==> src/rtl/afd_pkg.sv <==
`timescale 1ns / 1ps
// ----------------------------------------------------------------------------
// afd_pkg
// Shared types and constants of the start / length / checksum frame receiver.
// ----------------------------------------------------------------------------
package afd_pkg;

   localparam int BUFFER_BYTES = 512;
   localparam logic [15:0] LIMIT_CAP = 16'(BUFFER_BYTES - 4);
   localparam logic [8:0] MAX_LEN_RESET = 9'd508;

   localparam logic [7:0] START_BYTE = 8'h7E;
   localparam logic [7:0] TYPE_TX_STATUS = 8'h8B;
   localparam logic [7:0] TYPE_RX_PACKET = 8'h90;
   localparam logic [15:0] RX_DATA_OFFSET = 16'(1 + 8 + 2 + 1 + 1);

   localparam logic [8:0] IDX_TYPE = 9'd0;
   localparam logic [8:0] IDX_FRAME_ID = 9'd1;
   localparam logic [8:0] IDX_RSSI = 9'd11;
   localparam logic [8:0] IDX_DELIVERY = 9'd12;

   typedef enum logic [2:0] {
      STATUS_TX_OK    = 3'd0,
      STATUS_RX_OK    = 3'd1,
      STATUS_OTHER_OK = 3'd2,
      STATUS_CSUM_ERR = 3'd3,
      STATUS_TOO_LONG = 3'd4
   } status_type;

   typedef enum logic [3:0] {
      PH_HUNT   = 4'b0001,
      PH_LEN_HI = 4'b0010,
      PH_LEN_LO = 4'b0100,
      PH_DATA   = 4'b1000
   } phase_type;

   typedef struct packed {
      status_type  status;
      logic [7:0]  pkt_type;
      logic [15:0] declared_length;
      logic [7:0]  seq_id;
      logic [7:0]  delivery_code;
      logic [7:0]  signal_strength;
      logic [8:0]  payload_length;
   } result_type;

endpackage

==> src/rtl/afd_if.sv <==
`timescale 1ns / 1ps
// ----------------------------------------------------------------------------
// afd_if
// Byte and result channel interfaces of the frame receiver.
// ----------------------------------------------------------------------------
interface afd_req_if ();
   logic       valid;
   logic       ready;
   logic [7:0] rx_byte;

   modport source (output valid, output rx_byte, input ready);
   modport sink (input valid, input rx_byte, output ready);
endinterface

interface afd_rsp_if ();
   logic        valid;
   logic        ready;
   logic [2:0]  status;
   logic [7:0]  pkt_type;
   logic [15:0] declared_length;
   logic [7:0]  seq_id;
   logic [7:0]  delivery_code;
   logic [7:0]  signal_strength;
   logic [8:0]  payload_length;

   modport source (output valid, output status, output pkt_type, output declared_length,
                   output seq_id, output delivery_code, output signal_strength,
                   output payload_length, input ready);
   modport sink (input valid, input status, input pkt_type, input declared_length,
                 input seq_id, input delivery_code, input signal_strength,
                 input payload_length, output ready);
endinterface

==> src/rtl/api_frame_deframer.sv <==
`timescale 1ns / 1ps
// ----------------------------------------------------------------------------
// api_frame_deframer
// Receives a byte stream and reports one checked result per framed packet.
// ----------------------------------------------------------------------------
// channel  port      dir  payload
// byte     req_chan  in   rx_byte
// result   rsp_chan  out  status, pkt_type, declared_length, seq_id,
//                         delivery_code, signal_strength, payload_length
// csr      csr_*     in   max_frame_length (write only)
//
// One byte is taken every cycle unless the output register stalls it; a result shows
// in the output register the cycle after the byte that ends its frame.
// The output register is the only buffer: while it holds an untaken result
// no byte is taken.
// Synchronous reset returns to header hunt with the length limit at 508.
// ----------------------------------------------------------------------------
module api_frame_deframer import afd_pkg::*; (
   input  logic       clock,
   input  logic       reset,
   afd_req_if.sink    req_chan,
   afd_rsp_if.source  rsp_chan,
   input  logic       csr_write_enable,
   input  logic [8:0] csr_write_data
);

   logic [8:0] max_len_ff;
   logic       rsp_valid_ff, rsp_valid_in;
   result_type rsp_ff, rsp_in;
   logic       byte_accept;
   logic       result_valid;
   result_type result;

   assign req_chan.ready = !rsp_valid_ff || rsp_chan.ready;
   assign byte_accept = req_chan.valid && req_chan.ready;

   afd_frame_fsm u_fsm (
      .clock        (clock),
      .reset        (reset),
      .byte_accept  (byte_accept),
      .rx_byte      (req_chan.rx_byte),
      .max_len      (max_len_ff),
      .result_valid (result_valid),
      .result       (result)
   );

   always_comb begin
      rsp_valid_in = rsp_valid_ff;
      rsp_in = rsp_ff;
      if (result_valid) begin
         rsp_valid_in = 1'b1;
         rsp_in = result;
      end else if (rsp_chan.ready) begin
         rsp_valid_in = 1'b0;
      end
   end

   always_ff @(posedge clock) begin
      if (reset) begin
         max_len_ff <= MAX_LEN_RESET;
         rsp_valid_ff <= 1'b0;
      end else begin
         if (csr_write_enable) begin
            max_len_ff <= csr_write_data;
         end
         rsp_valid_ff <= rsp_valid_in;
      end
   end

   always_ff @(posedge clock) begin
      rsp_ff <= rsp_in;
   end

   assign rsp_chan.valid = rsp_valid_ff;
   assign rsp_chan.status = rsp_ff.status;
   assign rsp_chan.pkt_type = rsp_ff.pkt_type;
   assign rsp_chan.declared_length = rsp_ff.declared_length;
   assign rsp_chan.seq_id = rsp_ff.seq_id;
   assign rsp_chan.delivery_code = rsp_ff.delivery_code;
   assign rsp_chan.signal_strength = rsp_ff.signal_strength;
   assign rsp_chan.payload_length = rsp_ff.payload_length;

endmodule

==> src/rtl/afd_frame_fsm.sv <==
`timescale 1ns / 1ps
// ----------------------------------------------------------------------------
// afd_frame_fsm
// Header hunt, length check, data capture and checksum check, one byte a cycle while bytes are accepted.
// ----------------------------------------------------------------------------
module afd_frame_fsm import afd_pkg::*; (
   input  logic        clock,
   input  logic        reset,
   input  logic        byte_accept,
   input  logic [7:0]  rx_byte,
   input  logic [8:0]  max_len,
   output logic        result_valid,
   output result_type  result
);

   phase_type   phase_ff, phase_in;
   logic [7:0]  len_hi_ff, len_hi_in;
   logic [15:0] length_ff, length_in;
   logic [8:0]  count_ff, count_in;
   logic [7:0]  sum_ff, sum_in;
   logic [7:0]  cap_type_ff, cap_type_in;
   logic [7:0]  cap_id_ff, cap_id_in;
   logic [7:0]  cap_rssi_ff, cap_rssi_in;
   logic [7:0]  cap_dlv_ff, cap_dlv_in;

   logic [15:0] limit;
   logic [15:0] new_length;
   logic [7:0]  ftype;
   logic [7:0]  calc;

   assign limit = ({7'd0, max_len} < LIMIT_CAP) ? {7'd0, max_len} : LIMIT_CAP;
   assign new_length = {len_hi_ff, rx_byte};
   assign ftype = (length_ff == 16'd0) ? rx_byte : cap_type_ff;
   assign calc = 8'hFF - sum_ff;

   always_comb begin
      phase_in = phase_ff;
      len_hi_in = len_hi_ff;
      length_in = length_ff;
      count_in = count_ff;
      sum_in = sum_ff;
      cap_type_in = cap_type_ff;
      cap_id_in = cap_id_ff;
      cap_rssi_in = cap_rssi_ff;
      cap_dlv_in = cap_dlv_ff;
      result_valid = 1'b0;
      result = '0;
      result.status = STATUS_TX_OK;
      if (byte_accept) begin
         unique case (phase_ff)
            PH_HUNT: begin
               if (rx_byte == START_BYTE) begin
                  phase_in = PH_LEN_HI;
               end
            end
            PH_LEN_HI: begin
               len_hi_in = rx_byte;
               phase_in = PH_LEN_LO;
            end
            PH_LEN_LO: begin
               length_in = new_length;
               count_in = '0;
               sum_in = '0;
               if (new_length > limit) begin
                  result_valid = 1'b1;
                  result.status = STATUS_TOO_LONG;
                  result.declared_length = new_length;
                  phase_in = PH_HUNT;
                  cap_type_in = '0;
                  cap_id_in = '0;
                  cap_rssi_in = '0;
                  cap_dlv_in = '0;
               end else begin
                  phase_in = PH_DATA;
               end
            end
            PH_DATA: begin
               if ({7'd0, count_ff} < length_ff) begin
                  priority if (count_ff == IDX_TYPE) begin
                     cap_type_in = rx_byte;
                  end else if (count_ff == IDX_FRAME_ID) begin
                     cap_id_in = rx_byte;
                  end else if (count_ff == IDX_RSSI) begin
                     cap_rssi_in = rx_byte;
                  end else if (count_ff == IDX_DELIVERY) begin
                     cap_dlv_in = rx_byte;
                  end else begin
                  end
                  sum_in = sum_ff + rx_byte;
                  count_in = count_ff + 9'd1;
               end else begin
                  result_valid = 1'b1;
                  result.pkt_type = ftype;
                  result.declared_length = length_ff;
                  priority if (calc != rx_byte) begin
                     result.status = STATUS_CSUM_ERR;
                  end else if (ftype == TYPE_TX_STATUS) begin
                     result.status = STATUS_TX_OK;
                     result.seq_id = (length_ff > 16'd1) ? cap_id_ff : 8'd0;
                     result.delivery_code = (length_ff > 16'd12) ? cap_dlv_ff : 8'd0;
                  end else if (ftype == TYPE_RX_PACKET) begin
                     result.status = STATUS_RX_OK;
                     result.signal_strength = (length_ff > 16'd11) ? cap_rssi_ff : 8'd0;
                     result.payload_length = (length_ff > RX_DATA_OFFSET)
                                           ? 9'(length_ff - RX_DATA_OFFSET) : 9'd0;
                  end else begin
                     result.status = STATUS_OTHER_OK;
                  end
                  phase_in = PH_HUNT;
                  count_in = '0;
                  sum_in = '0;
                  cap_type_in = '0;
                  cap_id_in = '0;
                  cap_rssi_in = '0;
                  cap_dlv_in = '0;
               end
            end
            default: begin
               phase_in = PH_HUNT;
            end
         endcase
      end
   end

   always_ff @(posedge clock) begin
      if (reset) begin
         phase_ff <= PH_HUNT;
         len_hi_ff <= '0;
         length_ff <= '0;
         count_ff <= '0;
         sum_ff <= '0;
         cap_type_ff <= '0;
         cap_id_ff <= '0;
         cap_rssi_ff <= '0;
         cap_dlv_ff <= '0;
      end else begin
         phase_ff <= phase_in;
         len_hi_ff <= len_hi_in;
         length_ff <= length_in;
         count_ff <= count_in;
         sum_ff <= sum_in;
         cap_type_ff <= cap_type_in;
         cap_id_ff <= cap_id_in;
         cap_rssi_ff <= cap_rssi_in;
         cap_dlv_ff <= cap_dlv_in;
      end
   end

`ifndef SYNTH
   a_result_needs_byte: assert property (@(posedge clock) disable iff (reset)
      result_valid |-> byte_accept)
      else $error("result without byte transfer");

   a_hunt_after_result: assert property (@(posedge clock) disable iff (reset)
      result_valid |=> (phase_ff == PH_HUNT) && (sum_ff == 8'd0) && (count_ff == 9'd0))
      else $error("frame state not cleared after result");

   a_count_in_range: assert property (@(posedge clock) disable iff (reset)
      (phase_ff == PH_DATA) |-> ({7'd0, count_ff} <= length_ff))
      else $error("data count beyond declared length");

   a_data_length_ok: assert property (@(posedge clock) disable iff (reset)
      (phase_ff == PH_DATA) |-> (length_ff <= LIMIT_CAP))
      else $error("oversized frame entered data phase");
`endif

endmodule
==> src/flat_wrapper.sv <==
// flat-port wrapper written by rule: the top's interface ports become plain ports
module api_frame_deframer_flat import afd_pkg::*;
  (clock, reset, csr_write_enable, csr_write_data, req_chan_valid, req_chan_rx_byte, req_chan_ready, rsp_chan_valid, rsp_chan_status, rsp_chan_pkt_type, rsp_chan_declared_length, rsp_chan_seq_id, rsp_chan_delivery_code, rsp_chan_signal_strength, rsp_chan_payload_length, rsp_chan_ready);
  afd_req_if req_chan_i ();
  afd_rsp_if rsp_chan_i ();
  input  logic clock;
  input  logic reset;
  input  logic csr_write_enable;
  input  logic [8:0] csr_write_data;
  input wire logic [$bits(req_chan_i.valid)-1:0] req_chan_valid;
  input wire logic [$bits(req_chan_i.rx_byte)-1:0] req_chan_rx_byte;
  output wire logic [$bits(req_chan_i.ready)-1:0] req_chan_ready;
  output wire logic [$bits(rsp_chan_i.valid)-1:0] rsp_chan_valid;
  output wire logic [$bits(rsp_chan_i.status)-1:0] rsp_chan_status;
  output wire logic [$bits(rsp_chan_i.pkt_type)-1:0] rsp_chan_pkt_type;
  output wire logic [$bits(rsp_chan_i.declared_length)-1:0] rsp_chan_declared_length;
  output wire logic [$bits(rsp_chan_i.seq_id)-1:0] rsp_chan_seq_id;
  output wire logic [$bits(rsp_chan_i.delivery_code)-1:0] rsp_chan_delivery_code;
  output wire logic [$bits(rsp_chan_i.signal_strength)-1:0] rsp_chan_signal_strength;
  output wire logic [$bits(rsp_chan_i.payload_length)-1:0] rsp_chan_payload_length;
  input wire logic [$bits(rsp_chan_i.ready)-1:0] rsp_chan_ready;
  assign req_chan_i.valid = req_chan_valid;
  assign req_chan_i.rx_byte = req_chan_rx_byte;
  assign req_chan_ready = req_chan_i.ready;
  assign rsp_chan_valid = rsp_chan_i.valid;
  assign rsp_chan_status = rsp_chan_i.status;
  assign rsp_chan_pkt_type = rsp_chan_i.pkt_type;
  assign rsp_chan_declared_length = rsp_chan_i.declared_length;
  assign rsp_chan_seq_id = rsp_chan_i.seq_id;
  assign rsp_chan_delivery_code = rsp_chan_i.delivery_code;
  assign rsp_chan_signal_strength = rsp_chan_i.signal_strength;
  assign rsp_chan_payload_length = rsp_chan_i.payload_length;
  assign rsp_chan_i.ready = rsp_chan_ready;
  api_frame_deframer u_core (.clock(clock), .reset(reset), .req_chan(req_chan_i), .rsp_chan(rsp_chan_i), .csr_write_enable(csr_write_enable), .csr_write_data(csr_write_data));
endmodule
==> config.mk <==
export PLATFORM = sky130hd
export DESIGN_NAME = api_frame_deframer_flat
export DESIGN_NICKNAME = d
export VERILOG_FILES = /design/src/rtl/afd_pkg.sv /design/src/rtl/afd_if.sv /design/src/rtl/api_frame_deframer.sv /design/src/rtl/afd_frame_fsm.sv /design/src/flat_wrapper.sv
export SDC_FILE = /design/constraint.sdc
export NUM_CORES = 1
export LEC_CHECK = 0
export CORE_ASPECT_RATIO = 0.6
export CORE_MARGIN = 4
export CORE_UTILIZATION = 45
export CTS_BUF_LIST = sky130_fd_sc_hd__clkbuf_16
export DETAILED_ROUTE_END_ITERATION = 16
export DONT_BUFFER_PORTS = 1
export PLACE_DENSITY = 0.67
export SYNTH_ARGS = -nofsm -noshare
export SYNTH_HDL_FRONTEND = slang
export SYNTH_SLANG_ARGS = --single-unit
==> constraint.sdc <==
create_clock -name clock -period 6.4 [get_ports clock]
set_input_delay 1.28 -clock clock [delete_from_list [all_inputs] [get_ports clock]]
set_output_delay 1.28 -clock clock [all_outputs]
set_load 0.05 [all_outputs]
==> impl_metrics.yaml, run 1 <==
clock_tree:
  cts_buffers: 17
  cts.sinks: 147
  clk_path_buf_depth: 2
  cts_tree: "built"
  clkTransAtPathRegs_ps: 60
  cts_root_buf: "clkbuf_16"
  cts_setup_buffers: 0
  cts-hold-fix-buffers: 0
  cts_resized: 0
  clk_latency_ps: 430
  htree_num_levels: 4
worst_setup_path:
  startpoint_type: "primary input"
  crit_path_end_kind: "flip-flop"
  critPathMaxFanout: 34
  cp_data_required_time_ps: 6480
  critPathArrivalTime_ps: 4500
  critPathKind: "in -> reg"
logic_synthesis:
  async_flop_share_pct: 0
  netlist_instances: 710
  synthTopCellsByArea: "edfxtp_1 26%, dfxtp_1 25%, nand2_1 5.9%, ha_1 5.2%, mux2i_1 3.6%"
  syn_area_mm2: 0.00695
  synth_top_area_cell: "edfxtp_1"
  synth_ff_type: "dfxtp_1"
  synth-seq-cells: 147
  synth_fp_nets: 762
  synth-edff-count: 60
  syn_area_per_cell_um2: 9.79
  synth_top_cell_area_share_pct: 25.9
  yosysWarnings: 0
  yosysSeqAreaShare_pct: 51.0
  synthDistinctLibCells: 61
timing:
  post-route-period-util_pct: 69.0
  fin_crit_ps: 4410
  grt_setup_unrepaired: "false"
  skew_ps: 25.9
  whs_ps: 459
  tns_ps: 0
  worst_pin_slew_ps: 1210
  fin_ws_ps: 1990
  relSlewSlack_pct: 19.0
  hold_viol: 0
  slew_violations: 0
  max_freq_ghz: 0.227
  setup_viol: 0
route:
  drc: 0
  first_pass_iters: 5
  drtIter0Drc: 565
  drtAntennaViolNets: 0
  routed_via_density: 5.87
  totalWireLength_um: 17800
  post_drt_wl_per_cell_um: 19.7
  vias: 5311
power_and_ir_drop:
  p_int_mw: 1.59
  power_frac_clock_pct: 49.9
  p_total_mw: 2.06
  seq_power_share_pct: 47.5
  swShare_pct: 23.0
  cellLeakagePower_nw: 2.83
  max-vdd-ir-drop_v: 0.000160
  p_sw_mw: 0.475
  power_density_mw_per_mm2: 270
  p_comb_share_pct: 2.6
die:
  chipWidth_um: 168
  core_region_area_mm2: 0.0148
  start_util_pct: 46.9
  io_pins: 84
  rows: 34
  die_area_mm2: 0.0176
  dieHeight_um: 104
placed_design:
  dp_slack_ps: 1600
  placed_area_mm2: 0.00703
  hpwl_um: 12700
  place_inst: 873
  port_buffers: 0
  place.gp.congestion: 0.926
global_route:
  grt_pass1_wl_um: 28000
  globalRouteTotalUtil_pct: 20.4
  grt_pass1_vias: 5013
  grt_remaining_overflow: 0
  grt_max_degree: 59
  antenna_found_initial: 0
cells_and_area:
  stdcell_count: 905
  area_growth_pct: 9.99
  final_layout_size_suffix_gt1_share_pct: 7.78
  stdcell_area_mm2: 0.00764
  postLayoutCoreUtil_pct: 51.6
  insertedDiodeCount: 0
  final_net_count: 746
min_path:
  hp-class: "reg -> reg"
run:
  max-cap-violations: 0
run_status:
  status: "completed"
==> per-layer routing <==
| layer | global-route usage, % | vias up | wire length (µm) |
|---|---|---|---|
| met2 | 29.4 | 250 | 7670 |
| met1 | 29.8 | 2542 | 8440 |
| met3 | 6.08 | 16 | 1540 |
| met4 | 5.62 | 0 | 166 |
| li1 | - | 2503 | - |
| met5 | 0 | - | 0 |
==> critical path, stage by stage <==
cell,delay (ps)
nand2b_1,530
nand2_1,260
nor2_1,970
nand2b_1,340
nand2_2,570
buf_4,500
==> synthesized netlist by cell type (17+ instances only) <==
cell type / number
nand2_1: 109
dfxtp_1: 87
edfxtp_1: 60
inv_1: 56
a21oi_1: 49
nor3_1: 35
nor2_1: 31
ha_1: 29
nand3_1: 28
mux2i_1: 25
clkbuf_1: 19
o21ai_0: 17
o32ai_1: 17
==> cell families after synthesis <==
logic type	count (synthesis)	synth area share, %
AOI/OAI and AO/OA	124	11.4
buffers and inverters	96	5.94
and+or+nand+nor	265	19.6
xor gates and xnor gates	22	2.77
muxes	26	3.76
adders and majority gates	30	5.51
DFF	147	51.0
==> cell usage in the layout, fill, tap and decap left out, types with 5 or more instances in the layout <==
master       n
nand2b_1     5
nand2_1    108
nor4_1       5
xor2_1      11
ha_1        29
nand3_1     28
mux2i_1     25
nor2_1      31
nand4_1     14
a21oi_1     49
inv_1       56
nor3_1      35
nor3_2       7
o21ai_1      7
o21ai_0     17
nor4b_1      5
o211ai_1    11
edfxtp_1    60
inv_6        5
xnor2_1     11
clkbuf_16   17
dfxtp_1     87
o32ai_1     17
==> power by group through the flow <==
stage | combinational [mW] | sequential [mW] | clock (mW)
3_5_place_dp | 0.0521 | 0.999 | 0
3_3_place_gp | 0.0499 | 0.999 | 0
2_1_floorplan | 0.0531 | 0.996 | 0
6_report | 0.0530 | 0.979 | 1.03
5_1_grt | 0.0597 | 0.979 | 1.09
4_1_cts | 0.0523 | 0.978 | 1.05
==> path summary, 6_finish.rpt <==
path                           from  slack, ps  depth (start not counted)                                  end
min          u_core.u_fsm.sum_ff[2]        460                          2               u_core.u_fsm.sum_ff[2]
min reg2reg  u_core.u_fsm.sum_ff[2]        460                          2               u_core.u_fsm.sum_ff[2]
max reg2reg   u_core.rsp_chan.valid       2300                          6  u_core.rsp_chan.declared_length[10]
max                  rsp_chan_ready       1990                          6  u_core.rsp_chan.declared_length[10]
==> layout make-up <==
type | instances | area, µm²
Fill cell | 1307 | 7160
Sequential cell | 147 | 3540
Multi-Input combinational cell | 467 | 3000
Clock buffer | 17 | 425
Tap cell | 198 | 248
Inverter | 57 | 214
Clock inverter | 15 | 188
Timing Repair Buffer | 4 | 30.0
==> state kept, by name (all words and copies together) (netlist names), 9 cells and up <==
name,flops
u_core.max_len_ff,9
u_core.rsp_chan.declared_length,16
u_core.rsp_chan.payload_length,9
u_core.u_fsm.count_ff,9
u_core.u_fsm.length_ff,16
No activity file was read; power rests on OpenSTA's default activity.
==> run 2: changes to the inputs <==
--- a/config.mk
+++ b/config.mk
@@ -5,13 +5,14 @@
 export SDC_FILE = /design/constraint.sdc
 export NUM_CORES = 1
 export LEC_CHECK = 0
+export ABC_AREA = 1
 export CORE_ASPECT_RATIO = 0.6
 export CORE_MARGIN = 4
 export CORE_UTILIZATION = 45
 export CTS_BUF_LIST = sky130_fd_sc_hd__clkbuf_16
 export DETAILED_ROUTE_END_ITERATION = 16
 export DONT_BUFFER_PORTS = 1
-export PLACE_DENSITY = 0.67
+export PLACE_DENSITY = 0.69
 export SYNTH_ARGS = -nofsm -noshare
 export SYNTH_HDL_FRONTEND = slang
 export SYNTH_SLANG_ARGS = --single-unit
==> constraint.sdc (replaced) <==
create_clock -name clock -period 3.77 [get_ports clock]
set_input_delay 0.754 -clock clock [delete_from_list [all_inputs] [get_ports clock]]
set_output_delay 0.754 -clock clock [all_outputs]
set_load 0.05 [all_outputs]
==> run 2 against run 1 <==
Effect of this change:
- count of clock-buffer cells in the layout did not move
- sequential cell count is the same
- die area grew 3.0%
- clock power up 83%
- synthesized cell count is 21% higher
- sequential power grew 82%
- wire length down 1.2%
- combinational power grew to 6.6 times the previous value
- core utilization is 0.44 points higher
- non-clock buffer count rose by 6
- highest routed layer unchanged
==> impl_metrics.yaml, run 2 <==
global_route:
  antenna_found_initial: 0
  grt_pass1_vias: 5123
  grt_max_degree: 49
  grt_remaining_overflow: 0
  grt_pass1_wl_um: 27900
  grtUsageMet1_pct: 31.7
  grt-busiest-layer: "met1"
  grtUsageMet2_pct: 25.2
  globalRouteTotalUtil_pct: 19.6
  met3_usage_pct: 4.57
die:
  core_region_area_mm2: 0.0155
  start_util_pct: 46.4
  rows: 35
  chipWidth_um: 171
  dieHeight_um: 106
  die_area_mm2: 0.0181
  io_pins: 84
logic_synthesis:
  synth_common_cells: "143 x nor2_1, 133 x nand2_1, 119 x inv_1, 87 x dfxtp_1, 60 x edfxtp_1"
  async_flop_share_pct: 0
  synth_top_cell_area_share_pct: 25.1
  synth-edff-count: 60
  synth-seq-cells: 147
  synth_ff_type: "dfxtp_1"
  yosysWarnings: 0
  synth.most_common_cell: "nor2_1"
  synth_top_area_cell: "edfxtp_1"
  synthDistinctLibCells: 41
  syn_area_mm2: 0.00717
  netlist_instances: 861
  synthTopCellsByArea: "edfxtp_1 25%, dfxtp_1 24%, nor2_1 7.5%, nand2_1 7.0%, inv_1 6.2%"
  yosysSeqAreaShare_pct: 49.4
  synth_fp_nets: 913
  syn_area_per_cell_um2: 8.33
timing:
  fin_crit_ps: 2880
  max_freq_ghz: 0.347
  relSlewSlack_pct: 44.3
  setup_viol: 0
  tns_ps: 0
  grt_setup_unrepaired: "false"
  hold_viol: 0
  skew_ps: 9.39
  worst_pin_slew_ps: 834
  post-route-period-util_pct: 76.3
  slew_violations: 0
worst_setup_path:
  crit_path_end_kind: "flip-flop"
  r2r_end: "u_core.rsp_chan.delivery_code[0]"
  crit_chain: "inv_1 -> nor4_1 -> nand4_1 -> and2_1 -> ha_1 -> inv_1 -> nand2_1 -> nand2_1 -> nand2_1 -> nand2_1 -> nand2_1 -> nand2_1 -> nand2_1 -> nand2_1 -> nand2_1 -> inv_1 -> nand2_1 -> nand2_2 -> buf_12"
  critPathMaxFanout: 48
  worst-r2r-setup-slack_ps: 890
  r2r-start: "u_core.max_len_ff[6]"
  startpoint_type: "flip-flop"
  worst-path-buf-inv: 4
  critPathTopFamily: "simple AND/OR/NAND/NOR gates"
  critPathArrivalTime_ps: 2970
  critPathKind: "reg -> reg"
  path_common_cell: "nand2_1"
  cp_data_required_time_ps: 3860
  crit_slowest_cell: "nand2_2"
  cp_slowest_stage_delay_ps: 320
  r2r_cells: 19
power_and_ir_drop:
  max-vdd-ir-drop_v: 0.000281
  cellLeakagePower_nw: 3.34
  power_density_mw_per_mm2: 498
cells_and_area:
  final_cell_mix: "143 x nor2_1, 132 x nand2_1, 119 x inv_1"
  final_net_count: 916
  postLayoutCoreUtil_pct: 52.1
  layout_commonest_cell: "nor2_1"
  final_layout_size_suffix_gt1_share_pct: 9.58
  insertedDiodeCount: 0
  area_growth_pct: 12.3
clock_tree:
  cts_tree: "built"
  cts.sinks: 147
  htree_num_levels: 4
  cts_setup_buffers: 0
  cts_buffers: 17
  cts_root_buf: "clkbuf_16"
  clkTransAtPathRegs_ps: 60
  clk_path_buf_depth: 2
  cts_resized: 0
  clk_latency_ps: 420
  cts-hold-fix-buffers: 0
route:
  drtAntennaViolNets: 0
  post_drt_wl_per_cell_um: 16.3
  totalWireLength_um: 17600
  vias: 5676
  drc: 0
  routed_via_density: 5.26
  first_pass_iters: 5
  drtIter0Drc: 639
run_status:
  status: "completed"
placed_design:
  hpwl_um: 12700
  port_buffers: 0
  place.gp.congestion: 0.910
min_path:
  hp-class: "in -> reg"
  min_path_cells: 1
  min-delay-start: "reset"
  hold-path-endpoint: "u_core.u_fsm.sum_ff[2]"
run:
  max-cap-violations: 0
## run 2: changes by cell type after synthesis, sizes merged, moves of 10 or more
cell / previous run / this run
buf: 20 / 9
o21ai: 24 / 59
nand2: 109 / 139
inv: 57 / 124
mux2i: 25 / 0
xnor2: 11 / 1
o32ai: 17 / 0
o211ai: 11 / 1
nand4: 15 / 29
nor3: 42 / 31
a21oi: 50 / 60
nor2: 31 / 148
## run 2: worst max path at each step
stage	startpoint	endpoint	slack (ps)	cells after the start
3_3_place_gp	u_core.max_len_ff[5]	u_core.rsp_chan.delivery_code[1]	900	19
5_1_grt	u_core.max_len_ff[6]	u_core.rsp_chan.delivery_code[5]	610	19
2_1_floorplan	rsp_chan_ready	u_core.rsp_chan.declared_length[0]	210	7
6_report	u_core.max_len_ff[6]	u_core.rsp_chan.delivery_code[0]	890	19
3_5_place_dp	u_core.max_len_ff[6]	u_core.rsp_chan.delivery_code[2]	920	19
4_1_cts	u_core.max_len_ff[6]	u_core.rsp_chan.delivery_code[0]	890	19
## run 2: where the power goes
group          total, mW  leakage, nW  switching [mW]  internal [mW]
Clock               1.88        0.308           0.697           1.18
Sequential          1.78         1.34          0.0661           1.71
Combinational      0.351         1.70           0.238          0.113
## run 2: per-layer routing
metal	vias up	share of wire (%)
met5	-	0
met4	0	0.82
met3	15	10
met2	246	38
met1	2577	51
li1	2838	-
## run 2: area by class of cell
type / instances / area [µm²]
sequential: 147 / 3540
clock inverter: 15 / 226
timing repair buffer: 10 / 87.6
inverter: 125 / 469
multi-input combinational: 563 / 3050
tap: 203 / 254
fill: 1391 / 7410
clock buffer: 17 / 425
## run 2: cell families after synthesis
family	synth area share, %
buffers and inverters	8.15
DFF	49.4
and+or+nand+nor	25.2
AOI/OAI and AO/OA	10.1
adders and majority gates	5.34
xor gates and xnor gates	1.83
## run 2: metrics by stage
step	worst slack (ps)	hold WS [ps]	cell area (µm²)	total power, mW	cells
after floorplan	210	440	7170	2.08	861
after global placement	903	453	7400	2.15	1048
after detailed placement	917	459	7400	2.16	1048
after CTS	890	392	8050	4.03	1080
after global routing	613	391	8050	4.17	1080
final	892	406	8050	4.01	1080
==> run 3: changes to the inputs <==
--- a/config.mk
+++ b/config.mk
@@ -12,7 +12,7 @@
 export CTS_BUF_LIST = sky130_fd_sc_hd__clkbuf_16
 export DETAILED_ROUTE_END_ITERATION = 16
 export DONT_BUFFER_PORTS = 1
-export PLACE_DENSITY = 0.69
+export PLACE_DENSITY = 0.67
 export SYNTH_ARGS = -nofsm -noshare
 export SYNTH_HDL_FRONTEND = slang
 export SYNTH_SLANG_ARGS = --single-unit
==> constraint.sdc (replaced) <==
create_clock -name clock -period 2.9 [get_ports clock]
set_input_delay 0.58 -clock clock [delete_from_list [all_inputs] [get_ports clock]]
set_output_delay 0.58 -clock clock [all_outputs]
set_load 0.05 [all_outputs]
==> run 3 against run 2 <==
Effect of this change:
- worst setup slack got worse by 640 ps
- worst hold slack got worse by 180 ps
- design area rose by 0.87%
- register-to-register slack got worse by 640 ps
- count of clock-buffer cells in the layout rose by 1
- via count rose by 0.58%
- non-clock buffer count rose by 7
- critical path type unchanged
==> impl_metrics.yaml, run 3 (synthesized netlist as in run 2, its figures left out) <==
run_status:
  status: "completed"
route:
  post_drt_wl_per_cell_um: 16.4
  first_pass_iters: 5
  totalWireLength_um: 17900
  drtAntennaViolNets: 0
  drc: 0
  routed_via_density: 5.25
  drtIter0Drc: 555
  vias: 5709
global_route:
  globalRouteTotalUtil_pct: 19.9
  grt_pass1_wl_um: 28000
  antenna_found_initial: 0
  grt_remaining_overflow: 0
  grt_pass1_vias: 5206
  grt_max_degree: 41
worst_setup_path:
  worst-r2r-setup-slack_ps: 250
  critPathArrivalTime_ps: 2960
  critPathMaxFanout: 14
  startpoint_type: "flip-flop"
  critPathKind: "reg -> reg"
  crit_path_end_kind: "flip-flop"
  cp_data_required_time_ps: 3210
clock_tree:
  clk_path_buf_depth: 2
  clk_latency_ps: 420
  cts_tree: "built"
  cts.sinks: 147
  cts_root_buf: "clkbuf_16"
  clkTransAtPathRegs_ps: 60
  htree_num_levels: 4
  cts_buffers: 17
power_and_ir_drop:
  power_density_mw_per_mm2: 631
  p_int_mw: 3.86
  cellLeakagePower_nw: 3.39
  p_total_mw: 5.12
  seq_power_share_pct: 45.1
  power_frac_clock_pct: 45.7
  p_sw_mw: 1.27
  max-vdd-ir-drop_v: 0.000251
  p_comb_share_pct: 9.1
  swShare_pct: 24.7
die:
  chipWidth_um: 171
  rows: 35
  die_area_mm2: 0.0181
  start_util_pct: 46.4
  io_pins: 84
  core_region_area_mm2: 0.0155
  dieHeight_um: 106
run:
  max-cap-violations: 0
placed_design:
  place.gp.congestion: 0.965
  port_buffers: 0
  place_inst: 1054
  hpwl_um: 12500
cells_and_area:
  final_net_count: 923
  regArea_mm2: 0.00354
  nFillCells: 1437
  final_cell_mix: "143 x nor2_1, 132 x nand2_1, 123 x inv_1"
  multi_input_area_mm2: 0.00305
  area_growth_pct: 13.3
  layout_commonest_cell: "nor2_1"
  insertedDiodeCount: 0
  stdcell_count: 1087
  final_layout_size_suffix_gt1_share_pct: 10.1
timing:
  tns_ps: 0
  post-route-period-util_pct: 91.3
  hold_viol: 0
  fin_crit_ps: 2650
  skew_ps: 11.7
  setup_viol: 0
  slew_violations: 0
  worst_pin_slew_ps: 718
  max_freq_ghz: 0.378
  relSlewSlack_pct: 52.1
min_path:
  hp-class: "in -> reg"
[run 3: changes by cell type in the layout (fill, tap and decap cells not counted), moves of 2 or more]
cell	before	now
buf_4	9	14
clkbuf_16	17	19
inv_1	119	123
inv_6	4	0
[run 3: worst max-delay path: stages (launching register included)]
cell     delay, ps
dfxtp_1        370
inv_1          100
ha_1           320
a21oi_1        140
nor2_1          50
nor3_1         150
nand2_1         80
nand2_1        340
nand3_1        330
nor2_1         210
nor2_2          70
buf_4          160
o21ai_0        180
nor2_1          70
[run 3: through the flow]
| stage | area [µm²] | hold slack [ps] | worst slack (ps) | utilization (%) |
|---|---|---|---|---|
| 3_5_place_dp | 7460 | 462 | 259 | 48.3 |
| 4_1_cts | 8080 | 212 | 232 | 52.3 |
| 6_report | 8120 | 225 | 252 | 52.5 |
| 5_1_grt | 8120 | 204 | -0.195 | 52.5 |
| 3_3_place_gp | 7460 | 452 | 317 | 48.3 |
| 2_1_floorplan | 7180 | 440 | 243 | - |
[run 3: final timing paths]
path,to,cells after the start,start
worst min register to register,u_core.u_fsm.sum_ff[0],2,u_core.u_fsm.sum_ff[0]
worst max register to register,u_core.u_fsm.cap_type_ff[4],13,u_core.u_fsm.length_ff[5]
worst min-delay path,u_core.u_fsm.sum_ff[0],1,reset
worst max-delay path,u_core.u_fsm.cap_type_ff[4],13,u_core.u_fsm.length_ff[5]
[run 3: timing repair]
| item | 4_1_cts | 5_1_grt |
|---|---|---|
| setup endpoints to repair | 0 | 30 |
| setup buffers | 0 | 0 |
| gates resized for setup | 0 | 4 |
| hold buffers | 0 | 0 |
[run 3: power groups by stage]
stage	Combinational, mW	Clock (mW)	Sequential, mW
after floorplan	0.363	0	2.34
after global placement	0.456	0	2.36
after detailed placement	0.456	0	2.35
after CTS	0.460	2.37	2.31
after global routing	0.537	2.46	2.32
final	0.468	2.34	2.31
[run 3: cell type report]
cell class,instances,area share [%]
flip-flops and latches,147,43.6
multi-input cells,563,37.6
inverters,125,5.82
clock buffers,18,5.55
well taps,203,3.13
repair buffers,17,2.19
clock inverters,14,2.11
[run 3: routing by layer]
metal	track usage [%]	up-vias	wire, µm
li1	-	2853	-
met1	31.6	2589	9110
met2	25.0	250	6600
met3	6.60	17	1990
met4	5.65	0	156
met5	0	-	0
